===== config.mk =====
export PLATFORM = sky130hd
export DESIGN_NAME = moisture_sample_qualifier_core
export DESIGN_NICKNAME = d
export VERILOG_FILES = /design/src/hw/rtl/msq_pkg.sv /design/src/hw/rtl/msq_div.sv /design/src/hw/rtl/msq_datapath.sv /design/src/hw/rtl/msq_ctrl.sv /design/src/hw/rtl/moisture_sample_qualifier_core.sv
export VERILOG_INCLUDE_DIRS = /design/src /design/src/hw/rtl
export SDC_FILE = /design/constraint.sdc
export NUM_CORES = 1
export LEC_CHECK = 0
export BUFFER_PORTS_ARGS = -buffer_cell sky130_fd_sc_hd__buf_2
export CAP_MARGIN = 10
export CORE_UTILIZATION = 36
export CTS_BUF_LIST = sky130_fd_sc_hd__clkbuf_8 sky130_fd_sc_hd__clkbuf_16
export CTS_CLUSTER_DIAMETER = 80
export DETAILED_ROUTE_END_ITERATION = 16
export PLACE_DENSITY = 0.48
export RECOVER_POWER = 50
export SYNTH_ARGS = -nofsm -noshare
export SYNTH_HDL_FRONTEND = slang
export SYNTH_SLANG_ARGS = --single-unit

===== constraint.sdc =====
create_clock -name aclk -period 7.1 [get_ports aclk]
set_input_delay 1.42 -clock aclk [delete_from_list [all_inputs] [get_ports aclk]]
set_output_delay 1.42 -clock aclk [all_outputs]
set_load 0.03 [all_outputs]

===== src/hw/rtl/moisture_sample_qualifier_core_defines.svh =====
// Assertion macros shared by the moisture sample qualifier RTL.
`ifndef MOISTURE_SAMPLE_QUALIFIER_CORE_DEFINES_SVH
`define MOISTURE_SAMPLE_QUALIFIER_CORE_DEFINES_SVH

`ifndef SYNTHESIS

`define MSQ_ASSERT_ALWAYS(label, clk, rstn, cond) \
    label: assert property (@(posedge clk) disable iff (!(rstn)) (cond)) \
        else $error("%m: check failed");

`define MSQ_ASSERT_IMPLY(label, clk, rstn, ante, cons) \
    label: assert property (@(posedge clk) disable iff (!(rstn)) (ante) |-> (cons)) \
        else $error("%m: check failed");

`define MSQ_ASSERT_NEXT(label, clk, rstn, ante, cons) \
    label: assert property (@(posedge clk) disable iff (!(rstn)) (ante) |=> (cons)) \
        else $error("%m: check failed");

`else

`define MSQ_ASSERT_ALWAYS(label, clk, rstn, cond)
`define MSQ_ASSERT_IMPLY(label, clk, rstn, ante, cons)
`define MSQ_ASSERT_NEXT(label, clk, rstn, ante, cons)

`endif

`endif


===== src/hw/rtl/msq_pkg.sv =====
`default_nettype none

package msq_pkg;

    localparam int CFG_ADDR_BITS     = 3;
    localparam int CFG_DATA_BITS     = 16;
    localparam int POLL_BITS         = 16;
    localparam int ERRATIC_BITS      = 5;
    localparam int PERCENT_BITS      = 15;
    localparam int PERCENT_FRAC_BITS = 8;
    localparam int PERCENT_SCALE     = 100;
    // Bits that the scale factor 100 adds to a product.
    localparam int PERCENT_SCALE_BITS = 7;
    localparam int CLASS_BITS        = 2;

    localparam logic [ERRATIC_BITS-1:0] ERRATIC_LIMIT = 5'd20;
    localparam logic [PERCENT_BITS-1:0] PERCENT_FULL  = 15'd25600;

    localparam logic [CFG_ADDR_BITS-1:0] REG_POLL_PERIOD     = 3'd0;
    localparam logic [CFG_ADDR_BITS-1:0] REG_MIN_VALUE       = 3'd1;
    localparam logic [CFG_ADDR_BITS-1:0] REG_MAX_VALUE       = 3'd2;
    localparam logic [CFG_ADDR_BITS-1:0] REG_WET_THRESHOLD   = 3'd3;
    localparam logic [CFG_ADDR_BITS-1:0] REG_HUMID_THRESHOLD = 3'd4;
    localparam logic [CFG_ADDR_BITS-1:0] REG_MAX_STEP        = 3'd5;

    localparam logic [CFG_DATA_BITS-1:0] RST_POLL_PERIOD     = 16'd1000;
    localparam logic [CFG_DATA_BITS-1:0] RST_MIN_VALUE       = 16'd0;
    localparam logic [CFG_DATA_BITS-1:0] RST_MAX_VALUE       = 16'd4095;
    localparam logic [CFG_DATA_BITS-1:0] RST_WET_THRESHOLD   = 16'd1500;
    localparam logic [CFG_DATA_BITS-1:0] RST_HUMID_THRESHOLD = 16'd2500;
    localparam logic [CFG_DATA_BITS-1:0] RST_MAX_STEP        = 16'd20;

    typedef enum logic [CLASS_BITS-1:0] {
        CLASS_WET   = 2'd0,
        CLASS_HUMID = 2'd1,
        CLASS_DRY   = 2'd2,
        CLASS_ERROR = 2'd3
    } msq_class_t;

    typedef struct packed {
        logic capture;
        logic update;
        logic div_start;
        logic load_out;
    } msq_cmd_t;

    typedef struct packed {
        logic div_done;
    } msq_status_t;

endpackage

`default_nettype wire


===== src/hw/rtl/msq_div.sv =====
`default_nettype none

module msq_div #(
    parameter int DIVIDEND_BITS = 27,
    parameter int DIVISOR_BITS  = 12
) (
    input  wire logic                     aclk,
    input  wire logic                     aresetn,
    input  wire logic                     start,
    input  wire logic [DIVIDEND_BITS-1:0] dividend,
    input  wire logic [DIVISOR_BITS-1:0]  divisor,
    output logic                          done,
    output logic [DIVIDEND_BITS-1:0]      quotient
);

    localparam int CNT_BITS = $clog2(DIVIDEND_BITS);
    localparam logic [CNT_BITS-1:0] CNT_LAST = CNT_BITS'(DIVIDEND_BITS - 1);

    logic                     busy_reg;
    logic [CNT_BITS-1:0]      cnt_reg;
    logic [DIVIDEND_BITS-1:0] dvd_reg;
    logic [DIVISOR_BITS-1:0]  rem_reg;
    logic [DIVISOR_BITS-1:0]  dsr_reg;

    logic [DIVISOR_BITS:0]    shifted;
    logic [DIVISOR_BITS:0]    trial;
    logic                     ge;
    logic [DIVISOR_BITS-1:0]  rem_next;

    // Restoring division, one quotient bit per cycle; quotient bits shift
    // in where the dividend bits shift out.
    always_comb begin
        shifted  = {rem_reg, dvd_reg[DIVIDEND_BITS-1]};
        trial    = shifted - {1'b0, dsr_reg};
        ge       = shifted >= {1'b0, dsr_reg};
        rem_next = ge ? trial[DIVISOR_BITS-1:0] : shifted[DIVISOR_BITS-1:0];
    end

    always_ff @(posedge aclk) begin
        if (!aresetn) begin
            busy_reg <= 1'b0;
            cnt_reg  <= '0;
        end else if (start) begin
            busy_reg <= 1'b1;
            cnt_reg  <= '0;
        end else if (busy_reg) begin
            cnt_reg <= cnt_reg + CNT_BITS'(1);
            if (cnt_reg == CNT_LAST) begin
                busy_reg <= 1'b0;
            end
        end
    end

    always_ff @(posedge aclk) begin
        if (start) begin
            dvd_reg <= dividend;
            rem_reg <= '0;
            dsr_reg <= divisor;
        end else if (busy_reg) begin
            dvd_reg <= {dvd_reg[DIVIDEND_BITS-2:0], ge};
            rem_reg <= rem_next;
        end
    end

    assign done     = busy_reg && (cnt_reg == CNT_LAST);
    assign quotient = dvd_reg;

endmodule

`default_nettype wire


===== src/hw/rtl/msq_datapath.sv =====
`default_nettype none
`include "moisture_sample_qualifier_core_defines.svh"

module msq_datapath #(
    parameter int SAMPLE_BITS = 12,
    parameter int OUT_BITS    = 32
) (
    input  wire logic                               aclk,
    input  wire logic                               aresetn,
    input  wire msq_pkg::msq_cmd_t                  cmd,
    output msq_pkg::msq_status_t                    status,
    input  wire logic [SAMPLE_BITS-1:0]             s_sample,
    input  wire logic                               cfg_we,
    input  wire logic [msq_pkg::CFG_ADDR_BITS-1:0]  cfg_addr,
    input  wire logic [msq_pkg::CFG_DATA_BITS-1:0]  cfg_wdata,
    output logic [OUT_BITS-1:0]                     m_tdata,
    output logic                                    m_tuser
);

    import msq_pkg::*;

    localparam int NUM_BITS = SAMPLE_BITS + PERCENT_SCALE_BITS;
    localparam int DVD_BITS = NUM_BITS + PERCENT_FRAC_BITS;

    logic [POLL_BITS-1:0]    poll_reg;
    logic [SAMPLE_BITS-1:0]  min_reg;
    logic [SAMPLE_BITS-1:0]  max_reg;
    logic [SAMPLE_BITS-1:0]  wet_reg;
    logic [SAMPLE_BITS-1:0]  humid_reg;
    logic [SAMPLE_BITS-1:0]  step_reg;

    logic [SAMPLE_BITS-1:0]  sample_reg;
    logic [POLL_BITS-1:0]    ticks_reg,   ticks_next;
    logic [SAMPLE_BITS-1:0]  prev_reg,    prev_next;
    logic [SAMPLE_BITS-1:0]  held_reg,    held_next;
    logic [ERRATIC_BITS-1:0] erratic_reg, erratic_next;
    msq_class_t              class_reg,   class_next;
    logic                    sampled_reg, sampled_next;
    logic                    zero_reg,    zero_next;

    msq_class_t              out_class_reg;
    logic [SAMPLE_BITS-1:0]  out_value_reg;
    logic [PERCENT_BITS-1:0] out_percent_reg;
    logic                    out_sampled_reg;

    logic [POLL_BITS:0]      elapsed;
    logic                    take;
    logic [SAMPLE_BITS-1:0]  diff;
    logic                    plausible;
    logic [ERRATIC_BITS-1:0] erratic_dec;
    logic [ERRATIC_BITS-1:0] erratic_inc;
    msq_class_t              sample_class;

    logic [SAMPLE_BITS-1:0]  num;
    logic [SAMPLE_BITS-1:0]  range_val;
    logic [NUM_BITS-1:0]     num_scaled;
    logic [DVD_BITS-1:0]     dividend;
    logic [DVD_BITS-1:0]     quotient;
    logic                    div_done;
    logic [PERCENT_BITS-1:0] percent;

    always_ff @(posedge aclk) begin
        if (!aresetn) begin
            poll_reg  <= RST_POLL_PERIOD;
            min_reg   <= SAMPLE_BITS'(RST_MIN_VALUE);
            max_reg   <= SAMPLE_BITS'(RST_MAX_VALUE);
            wet_reg   <= SAMPLE_BITS'(RST_WET_THRESHOLD);
            humid_reg <= SAMPLE_BITS'(RST_HUMID_THRESHOLD);
            step_reg  <= SAMPLE_BITS'(RST_MAX_STEP);
        end else if (cfg_we) begin
            unique case (cfg_addr)
                REG_POLL_PERIOD:     poll_reg  <= cfg_wdata[POLL_BITS-1:0];
                REG_MIN_VALUE:       min_reg   <= cfg_wdata[SAMPLE_BITS-1:0];
                REG_MAX_VALUE:       max_reg   <= cfg_wdata[SAMPLE_BITS-1:0];
                REG_WET_THRESHOLD:   wet_reg   <= cfg_wdata[SAMPLE_BITS-1:0];
                REG_HUMID_THRESHOLD: humid_reg <= cfg_wdata[SAMPLE_BITS-1:0];
                REG_MAX_STEP:        step_reg  <= cfg_wdata[SAMPLE_BITS-1:0];
                default: ;
            endcase
        end
    end

    always_comb begin
        elapsed     = {1'b0, ticks_reg} + (POLL_BITS + 1)'(1);
        take        = elapsed > {1'b0, poll_reg};
        diff        = (sample_reg >= prev_reg) ? (sample_reg - prev_reg)
                                               : (prev_reg - sample_reg);
        plausible   = (diff < step_reg) && (sample_reg > min_reg) && (sample_reg < max_reg);
        erratic_dec = (erratic_reg != '0) ? (erratic_reg - ERRATIC_BITS'(1)) : '0;
        erratic_inc = erratic_reg + ERRATIC_BITS'(1);

        if (sample_reg < wet_reg) begin
            sample_class = CLASS_WET;
        end else if (sample_reg < humid_reg) begin
            sample_class = CLASS_HUMID;
        end else begin
            sample_class = CLASS_DRY;
        end

        ticks_next   = ticks_reg;
        prev_next    = prev_reg;
        held_next    = held_reg;
        erratic_next = erratic_reg;
        class_next   = class_reg;
        sampled_next = sampled_reg;

        if (cmd.update) begin
            if (take) begin
                ticks_next   = '0;
                prev_next    = sample_reg;
                sampled_next = 1'b1;
                if (plausible) begin
                    erratic_next = erratic_dec;
                    if (erratic_dec == '0) begin
                        class_next = sample_class;
                        held_next  = sample_reg;
                    end
                end else if (erratic_inc > ERRATIC_LIMIT) begin
                    class_next   = CLASS_ERROR;
                    erratic_next = ERRATIC_LIMIT;
                end else begin
                    erratic_next = erratic_inc;
                end
            end else begin
                ticks_next   = elapsed[POLL_BITS-1:0];
                sampled_next = 1'b0;
            end
        end
    end

    always_ff @(posedge aclk) begin
        if (!aresetn) begin
            ticks_reg   <= '0;
            prev_reg    <= '0;
            held_reg    <= '0;
            erratic_reg <= '0;
            class_reg   <= CLASS_ERROR;
            sampled_reg <= 1'b0;
        end else begin
            ticks_reg   <= ticks_next;
            prev_reg    <= prev_next;
            held_reg    <= held_next;
            erratic_reg <= erratic_next;
            class_reg   <= class_next;
            sampled_reg <= sampled_next;
        end
    end

    always_ff @(posedge aclk) begin
        if (cmd.capture) begin
            sample_reg <= s_sample;
        end
    end

    // Percent is (max - held) * 100 * 256 / (max - min).
    always_comb begin
        num        = (held_reg < max_reg) ? (max_reg - held_reg) : '0;
        range_val  = max_reg - min_reg;
        num_scaled = NUM_BITS'(num) * NUM_BITS'(PERCENT_SCALE);
        dividend   = {num_scaled, {PERCENT_FRAC_BITS{1'b0}}};
        zero_next  = (class_reg == CLASS_ERROR) || (max_reg <= min_reg);
    end

    always_ff @(posedge aclk) begin
        if (cmd.div_start) begin
            zero_reg <= zero_next;
        end
    end

    msq_div #(
        .DIVIDEND_BITS (DVD_BITS),
        .DIVISOR_BITS  (SAMPLE_BITS)
    ) u_div (
        .aclk     (aclk),
        .aresetn  (aresetn),
        .start    (cmd.div_start),
        .dividend (dividend),
        .divisor  (range_val),
        .done     (div_done),
        .quotient (quotient)
    );

    assign status.div_done = div_done;

    always_comb begin
        if (zero_reg) begin
            percent = '0;
        end else if (quotient > DVD_BITS'(PERCENT_FULL)) begin
            percent = PERCENT_FULL;
        end else begin
            percent = quotient[PERCENT_BITS-1:0];
        end
    end

    always_ff @(posedge aclk) begin
        if (cmd.load_out) begin
            out_class_reg   <= class_reg;
            out_value_reg   <= held_reg;
            out_percent_reg <= percent;
            out_sampled_reg <= sampled_reg;
        end
    end

    assign m_tdata = OUT_BITS'({out_percent_reg, out_value_reg, out_class_reg});
    assign m_tuser = out_sampled_reg;

    `MSQ_ASSERT_ALWAYS(a_erratic_limit, aclk, aresetn, erratic_reg <= ERRATIC_LIMIT)
    `MSQ_ASSERT_NEXT(a_error_no_percent, aclk, aresetn, cmd.load_out && (class_reg == CLASS_ERROR), out_percent_reg == '0)
    `MSQ_ASSERT_NEXT(a_ticks_advance, aclk, aresetn, cmd.update && !take, ticks_reg != '0)

endmodule

`default_nettype wire


===== src/hw/rtl/msq_ctrl.sv =====
`default_nettype none
`include "moisture_sample_qualifier_core_defines.svh"

module msq_ctrl (
    input  wire logic                 aclk,
    input  wire logic                 aresetn,
    input  wire logic                 s_tvalid,
    output logic                      s_tready,
    output logic                      m_tvalid,
    input  wire logic                 m_tready,
    output msq_pkg::msq_cmd_t         cmd,
    input  wire msq_pkg::msq_status_t status
);

    import msq_pkg::*;

    typedef enum logic [4:0] {
        ST_IDLE     = 5'b00001,
        ST_UPDATE   = 5'b00010,
        ST_DIV_LOAD = 5'b00100,
        ST_DIV_RUN  = 5'b01000,
        ST_DONE     = 5'b10000
    } msq_state_t;

    msq_state_t state_reg, state_next;
    logic       out_valid_reg, out_valid_next;
    logic       out_free;

    always_comb begin
        out_free      = !out_valid_reg || m_tready;
        state_next    = state_reg;
        cmd           = '0;
        unique case (state_reg)
            ST_IDLE: begin
                if (s_tvalid) begin
                    cmd.capture = 1'b1;
                    state_next  = ST_UPDATE;
                end
            end
            ST_UPDATE: begin
                cmd.update = 1'b1;
                state_next = ST_DIV_LOAD;
            end
            ST_DIV_LOAD: begin
                cmd.div_start = 1'b1;
                state_next    = ST_DIV_RUN;
            end
            ST_DIV_RUN: begin
                if (status.div_done) begin
                    state_next = ST_DONE;
                end
            end
            ST_DONE: begin
                if (out_free) begin
                    cmd.load_out = 1'b1;
                    state_next   = ST_IDLE;
                end
            end
            default: begin
                state_next = ST_IDLE;
            end
        endcase

        if (cmd.load_out) begin
            out_valid_next = 1'b1;
        end else if (m_tready) begin
            out_valid_next = 1'b0;
        end else begin
            out_valid_next = out_valid_reg;
        end
    end

    always_ff @(posedge aclk) begin
        if (!aresetn) begin
            state_reg     <= ST_IDLE;
            out_valid_reg <= 1'b0;
        end else begin
            state_reg     <= state_next;
            out_valid_reg <= out_valid_next;
        end
    end

    assign s_tready = (state_reg == ST_IDLE);
    assign m_tvalid = out_valid_reg;

    `MSQ_ASSERT_IMPLY(a_load_when_free, aclk, aresetn, cmd.load_out, !out_valid_reg || m_tready)
    `MSQ_ASSERT_NEXT(a_accept_then_update, aclk, aresetn, s_tvalid && s_tready, cmd.update)
    `MSQ_ASSERT_IMPLY(a_done_in_run, aclk, aresetn, status.div_done, state_reg == ST_DIV_RUN)

endmodule

`default_nettype wire


===== src/hw/rtl/moisture_sample_qualifier_core.sv =====
`default_nettype none
// Channel   Dir  Data                                               User
// s_        in   s_tdata: sample                                    none
// m_        out  m_tdata: moisture_class, valid_value, percent     sampled
// cfg_      in   cfg_addr selects register, cfg_wdata is the value  none
//
// The next request can be accepted only once the current one has passed the
// restoring divider, which forms one quotient bit of the percent per cycle.
// Reset is synchronous and active low and leaves the class at error.
// One finished result waits in the output register while the next request is
// taken; if it is still not taken when that one finishes, the block holds.

module moisture_sample_qualifier_core #(
    parameter int SAMPLE_BITS = 12
) (
    input  wire logic                                            aclk,
    input  wire logic                                            aresetn,
    input  wire logic                                            s_tvalid,
    output logic                                                 s_tready,
    // sample
    input  wire logic [((SAMPLE_BITS + 7) / 8) * 8 - 1:0]        s_tdata,
    output logic                                                 m_tvalid,
    input  wire logic                                            m_tready,
    // moisture_class, valid_value, moisture_percent
    output logic [((SAMPLE_BITS + 2 + 15 + 7) / 8) * 8 - 1:0]    m_tdata,
    // sampled
    output logic                                                 m_tuser,
    input  wire logic                                            cfg_we,
    input  wire logic [msq_pkg::CFG_ADDR_BITS-1:0]               cfg_addr,
    input  wire logic [msq_pkg::CFG_DATA_BITS-1:0]               cfg_wdata
);

    import msq_pkg::*;

    localparam int OUT_BITS = ((SAMPLE_BITS + CLASS_BITS + PERCENT_BITS + 7) / 8) * 8;

    msq_cmd_t    cmd;
    msq_status_t status;

    msq_ctrl u_ctrl (
        .aclk     (aclk),
        .aresetn  (aresetn),
        .s_tvalid (s_tvalid),
        .s_tready (s_tready),
        .m_tvalid (m_tvalid),
        .m_tready (m_tready),
        .cmd      (cmd),
        .status   (status)
    );

    msq_datapath #(
        .SAMPLE_BITS (SAMPLE_BITS),
        .OUT_BITS    (OUT_BITS)
    ) u_datapath (
        .aclk      (aclk),
        .aresetn   (aresetn),
        .cmd       (cmd),
        .status    (status),
        .s_sample  (s_tdata[SAMPLE_BITS-1:0]),
        .cfg_we    (cfg_we),
        .cfg_addr  (cfg_addr),
        .cfg_wdata (cfg_wdata),
        .m_tdata   (m_tdata),
        .m_tuser   (m_tuser)
    );

endmodule

`default_nettype wire

* Word level (Yosys, flattened, before mapping)
Cells that the tools add are included. Widths: inputs -> output; s select.
Word-level totals: bits in registers 230, bits in latches 0, bits in writable memories 0, memory bits (read-only) 0, input bits 40, output and inout port bits 35, word-level logic and storage cells 121, memories 0
Operators by class: add/subtract/negate cells 9, multipliers 1, div/mod/pow operators 0, $lt $le $gt $ge 12, equality and inequality tests 16, shifts and indexed selects 0, mux-type cells 31, bitwise gates (word level) 1, reduce and logical (&&, ||, !) cells 24
Operators by type and width (count):
- $lt 12x12->1 | 5
- $sub 12x12->12 | 5
- $mux 27 | 2
- $mux 12 | 3
- $mux 5 | 6
- $gt 27x15->1 const B | 1
- $pmux 5 s5 | 1
- $add 16x1->17 const B | 1
- $gt 17x16->1 | 1
- $mul 12x5->17 const B | 1
- $mux 16 | 1
- $mux 15 | 1
- $reduce_and 2->1 | 7
- $ge 13x12->1 | 1
- $ge 12x12->1 | 1
- $gt 12x12->1 | 1
- $le 12x12->1 | 1
- $mux 1 | 12
- $add 5x1->5 const B | 2
- $eq 5x5->1 const B | 2
- $mux 2 | 5
- $reduce_and 4->1 | 2
- $eq 3x2->1 const B | 2
- $eq 3x3->1 const B | 2
- 20 further kinds | 28

* Depth between registers and ports, before layout
depth after elaboration 7, mapped depth 24, gate-level depth less buffers 23

* By module
Synthesis repeated with hierarchy kept, for this count alone.
Unflattened totals: cell total of the unflattened synthesis 1650, area, all modules 14700.3 µm²
Modules (own cells, without submodules):
- msq_datapath | instances 1, cells each 1372, area an instance 11539.8 µm², seq. area each 3773.6 µm²
- msq_div | instances 1, cells each 239, area an instance 2836.5 µm², seq. area each 1531.5 µm²
- msq_ctrl | instances 1, cells each 39, area an instance 324.1 µm², seq. area each 120.1 µm²

* Least setup slack after synthesis
OpenSTA, ideal clock, no wires.
kind reg-to-reg, start reg u_datapath.max_reg[0], end reg u_datapath.u_div.dvd_reg[25], in the netlist u_datapath.u_div.quotient[25] (data pin), setup time 0.269 ns, arrival 4.931 ns, data required time 6.831 ns, slack 1.900 ns, cell stages (with the launch flop) 24, path buffers 1, clock period less this slack 5.200 ns, path through dfxtp_1 > inv_1 > ha_1 > fa_1 > nor2b_1 > o21ai_0 > a21oi_1 > o31a_1 > a41oi_1 > clkbuf_1 > a211oi_1 > ha_1 > ha_1 > inv_1 > fa_1 > inv_1 > ha_1 > nand2_1 > o21ai_0 > o41a_1 > a211o_1 > o41ai_1 > xor2_1 > o21ai_0
Between the ends: word-level cells in the longest chain between the ends 4, elaborated cells between the ends (all ways) 5, classes of those cells 1 x add/sub; 1 x mul; 1 x order compare; 2 x mux
RTL lines:
- start, declared | line msq_datapath.sv:27 | logic [SAMPLE_BITS-1:0] max_reg;
- start signal, assigned | line msq_datapath.sv:66 | max_reg <= SAMPLE_BITS'(RST_MAX_VALUE);
- start signal, assigned | line msq_datapath.sv:74 | REG_MAX_VALUE: max_reg <= cfg_wdata[SAMPLE_BITS-1:0];
- $sub 12x12->12 / $lt 12x12->1 (equally long branches) | line msq_datapath.sv:157 | num = (held_reg < max_reg) ? (max_reg - held_reg) : '0;
- $mux 12 * | line msq_datapath.sv:157
- $mul 12x5->17 * | line msq_datapath.sv:159 | num_scaled = NUM_BITS'(num) * NUM_BITS'(PERCENT_SCALE);
- $mux 27 * | line msq_div.sv:55 | if (start) begin
- end signal, assigned | line msq_div.sv:56 | dvd_reg <= dividend;
- end signal, assigned | line msq_div.sv:60 | dvd_reg <= {dvd_reg[DIVIDEND_BITS-2:0], ge};
- end, declared | line msq_div.sv:21 | logic [DIVIDEND_BITS-1:0] dvd_reg;
Every way passes the cells marked *; elsewhere a longest branch is shown, timed or not. A chain may end at the register's enable or synchronous reset.

* Final worst setup path
Same ends and word-level chain as after synthesis.

==> reports/metrics.csv <==
stage,metric,value,unit
outcome,status,"complete, but fails checks",
outcome,violated checks,"capacitance limit, slew limit",
clock_tree,H-tree level count,1,
clock_tree,Clock transition at path regs,0.06,ns
worst_setup_path,worst path cell trace,inv_1 > ha_1 > fa_1 > nor2b_1 > o21ai_0 > a21oi_1 > o31a_1 > a41oi_1 > buf_4 > a211oi_1 > ha_1 > ha_1 > inv_1 > fa_1 > inv_1 > ha_1 > nand2_1 > o21ai_0 > o41a_1 > a211o_1 > o41ai_1 > xor2_1 > o21ai_0,
logic_synthesis,#FFs+latches synth,230,
die,die area,0.04200,mm^2
routing,DRT Wirelength,39.43,mm
logic_synthesis,Ys Warns,0,
routing,drt pass-1 iters,5,
worst_setup_path,most used cell along the critical path,ha_1,
worst_setup_path,Setup crit end kind,flop,
logic_synthesis,Synth Area in Compound Gates,17.60,%
clock_tree,Sink Count,230,
worst_setup_path,Critical path buffers and inverters,4,
final_layout,Largest register FFs,27,
final_layout,fill count,4051,
clock_tree,clock root buffer,clkbuf_16,
die,Std-Cell Rows,73,
timing,final hold violation count,0,
clock_tree,Skew-Pair Late Insertion Delay,0.57,ns
worst_hold_path,Hold Crit Class,reg2reg,
timing,hold_ws,0.4462,ns
timing,Final Critical Period,5.779,ns
timing,Setup TNS,0,ns
final_layout,"most common cell after layout, fill and taps aside",nand2_1,
worst_setup_path,"setup slack, reg-to-reg",1.32,ns
clock_tree,CTS max path bufs,3,
timing,RSZ-0062 raised after global routing,false,
logic_synthesis,Synth Area in XOR/XNOR,4.017,%
worst_setup_path,Worst EP required,7.39,ns
logic_synthesis,Synth Flop Type,dfxtp_1,
routing,Vias/cell,5.197,
worst_setup_path,"Max FO, Critical Path",21,
worst_setup_path,CP Launch Type,flop,
logic_synthesis,top cell type by total area after synthesis,dfxtp_1,
logic_synthesis,simple-gate share of the synthesized area,17.56,%
final_layout,Final nets,1991,
die,Die Ht,204.9,um
global_routing,vias in the first global route,11690,
logic_synthesis,ranking of synthesized cells by area,"dfxtp_1, ha_1, edfxtp_1",
routing,DRT iter0 DRCs,631,
global_routing,first-pass GRT wire length,62.95,mm
place,# port buffers,67,
final_layout,most frequent cells in the layout,"nand2_1, inv_1, ha_1, a21oi_1, dfxtp_1",
worst_setup_path,CP Data Arrival Time,6.07,ns
timing,final slew viol count,77,
logic_synthesis,Syn Inst Count,1720,
worst_setup_path,crit path kind,reg2reg,
logic_synthesis,Syn Area/Cell,8.619,um^2
final_layout,share of cells above drive strength 1,8.791,%
logic_synthesis,multiplexer share of the synthesized area,1.848,%
logic_synthesis,synth unique cells,84,
worst_setup_path,critical path's largest stage delay,0.50,ns
timing,fmax,173.0,MHz
power,Cell Pwr Density,284.4,mW/mm^2
die,core area,0.04019,mm^2
clock_tree,PostCTS Resize Cnt,0,
clock_tree,Post-CTS Setup Bufs,0,
clock_tree,CTS tree,done,
timing,Final setup viols,0,
logic_synthesis,synthesized area,0.01483,mm^2
timing,Worst-Margin Slew,3.000,ns
timing,slew margin rel.,-100.4,%
timing,skew final,0.02092,ns
die,Starting Density,36.89,%
logic_synthesis,post-synthesis sequential area ratio,35.92,%
global_routing,pin count of the biggest net entering global routing,87,
global_routing,GRT overflow,0,
power,Max IR drop VDD,0.0002333,V
die,die width,204.9,um
job,maxcap violations,2,
routing,DRC,0,
global_routing,initial antenna violation count,0,
logic_synthesis,asr flop ratio synth,0,%
clock_tree,total CTS buffers,29,
logic_synthesis,largest family of logic cells by synthesized area,compound AO/OA/AOI/OAI gates,
worst_setup_path,Slowest cell on crit path,fa_1,
logic_synthesis,top cell type's share of synthesized area,21.34,%
global_routing,global-route usage over all layers,19.05,%
place,Post-DP HPWL,28.01,mm
logic_synthesis,Post-synth EDFFs,72,
routing,drt wl/cell,17.06,um
power,Leakage,6.802,nW
worst_setup_path,Crit path max-delay family,compound AO/OA/AOI/OAI gates,
routing,ANT nets after route,0,
final_layout,Antenna Cells,0,
die,io pins,75,
timing,Final Cycle Share,81.39,%
place,GP Congestion,0.8328,
clock_tree,hold_buf cts,0,
logic_synthesis,Synth Area in Adders,16.31,%
final_layout,Layout area overhead,12.52,%
routing,vias,12010,
==> synthesized netlist by cell type (all sizes together), types with 7 or more instances <==
library cell	count
edfxtp	72
o21a	16
nand2b	13
nand4	20
a21oi	165
o31ai	13
o211ai	37
clkbuf	47
nand2	220
or3	10
and2	17
a21o	16
a211oi	22
nand3	62
buf	26
and3	17
nor4	7
mux2i	24
nand3b	13
nor2	81
fa	12
nor3	35
xnor2	37
o21ai	77
inv	177
xor2	31
nor2b	23
ha	174
a31oi	10
or2	8
dfxtp	158
==> power by group <==
group	switching, mW	leakage [nW]	internal, mW
Combinational	0.939	4.34	0.656
Sequential	0.0909	1.93	1.46
Clock	0.595	0.530	1.01
==> worst register-to-register path: stages, from the launching register on <==
cell and delay [ns]:
dfxtp_1 0.33, inv_1 0.09, ha_1 0.21, fa_1 0.41
nor2b_1 0.12, o21ai_0 0.12, a21oi_1 0.23, o31a_1 0.21
a41oi_1 0.12, buf_4 0.21, a211oi_1 0.44, ha_1 0.34
ha_1 0.28, inv_1 0.05, fa_1 0.50, inv_1 0.04
ha_1 0.33, nand2_1 0.08, o21ai_0 0.14, o41a_1 0.37
a211o_1 0.29, o41ai_1 0.32, xor2_1 0.17, o21ai_0 0.08
==> worst paths after layout <==
kind / to / depth (start not counted) / startpoint
worst min register to register: u_datapath.m_tuser$_DFFE_PP_ / 0 / u_datapath.sampled_reg$_SDFFE_PN0P_
worst max-delay path: u_datapath.u_div.quotient[25]$_DFFE_PP_ / 23 / u_datapath.max_reg[0]$_SDFFE_PN1P_
worst min-delay path: u_datapath.m_tuser$_DFFE_PP_ / 0 / u_datapath.sampled_reg$_SDFFE_PN0P_
worst max register to register: u_datapath.u_div.quotient[25]$_DFFE_PP_ / 23 / u_datapath.max_reg[0]$_SDFFE_PN1P_
==> metrics by stage <==
stage / total power, mW / area (um^2) / cells / utilization, % / setup WS, ns
2_1_floorplan: 2.770 / 14830 / 1722 / - / 1.900
3_3_place_gp: 3.161 / 15640 / 2258 / 38.91 / 1.363
3_5_place_dp: 3.175 / 15640 / 2258 / 38.91 / 1.323
4_1_cts: 4.809 / 16690 / 2310 / 41.54 / 1.293
5_1_grt: 5.067 / 16680 / 2311 / 41.51 / 0.8928
6_report: 4.745 / 16680 / 2311 / 41.51 / 1.321
==> final cells by class <==
class,instances,area (um^2),share of cell area [%]
Tap cell,525,656.9,3.938
Timing Repair Buffer,85,457.9,2.745
Inverter,178,668.1,4.005
Clock buffer,42,927.1,5.558
Sequential cell,230,5326,31.93
Multi-Input combinational cell,1241,8517,51.05
Clock inverter,10,128.9,0.7725
==> kinds of logic (layout without fill, tap and decap cells) <==
group	Yosys count	count (layout)
and+or+nand+nor	542	542
AOI/OAI and AO/OA	415	415
buffers and inverters	251	315
DFF	230	230
adders and majority gates	186	186
xor gates and xnor gates	68	68
muxes	27	27
other	1	3
==> routing by layer <==
| metal | wire, um | GRT usage, % |
|---|---|---|
| met4 | 1387 | 6.508 |
| met2 | 17820 | 31.25 |
| met3 | 1334 | 2.577 |
| met5 | 0 | 0 |
| met1 | 18890 | 25.56 |
(Power assumes the default switching activity.)
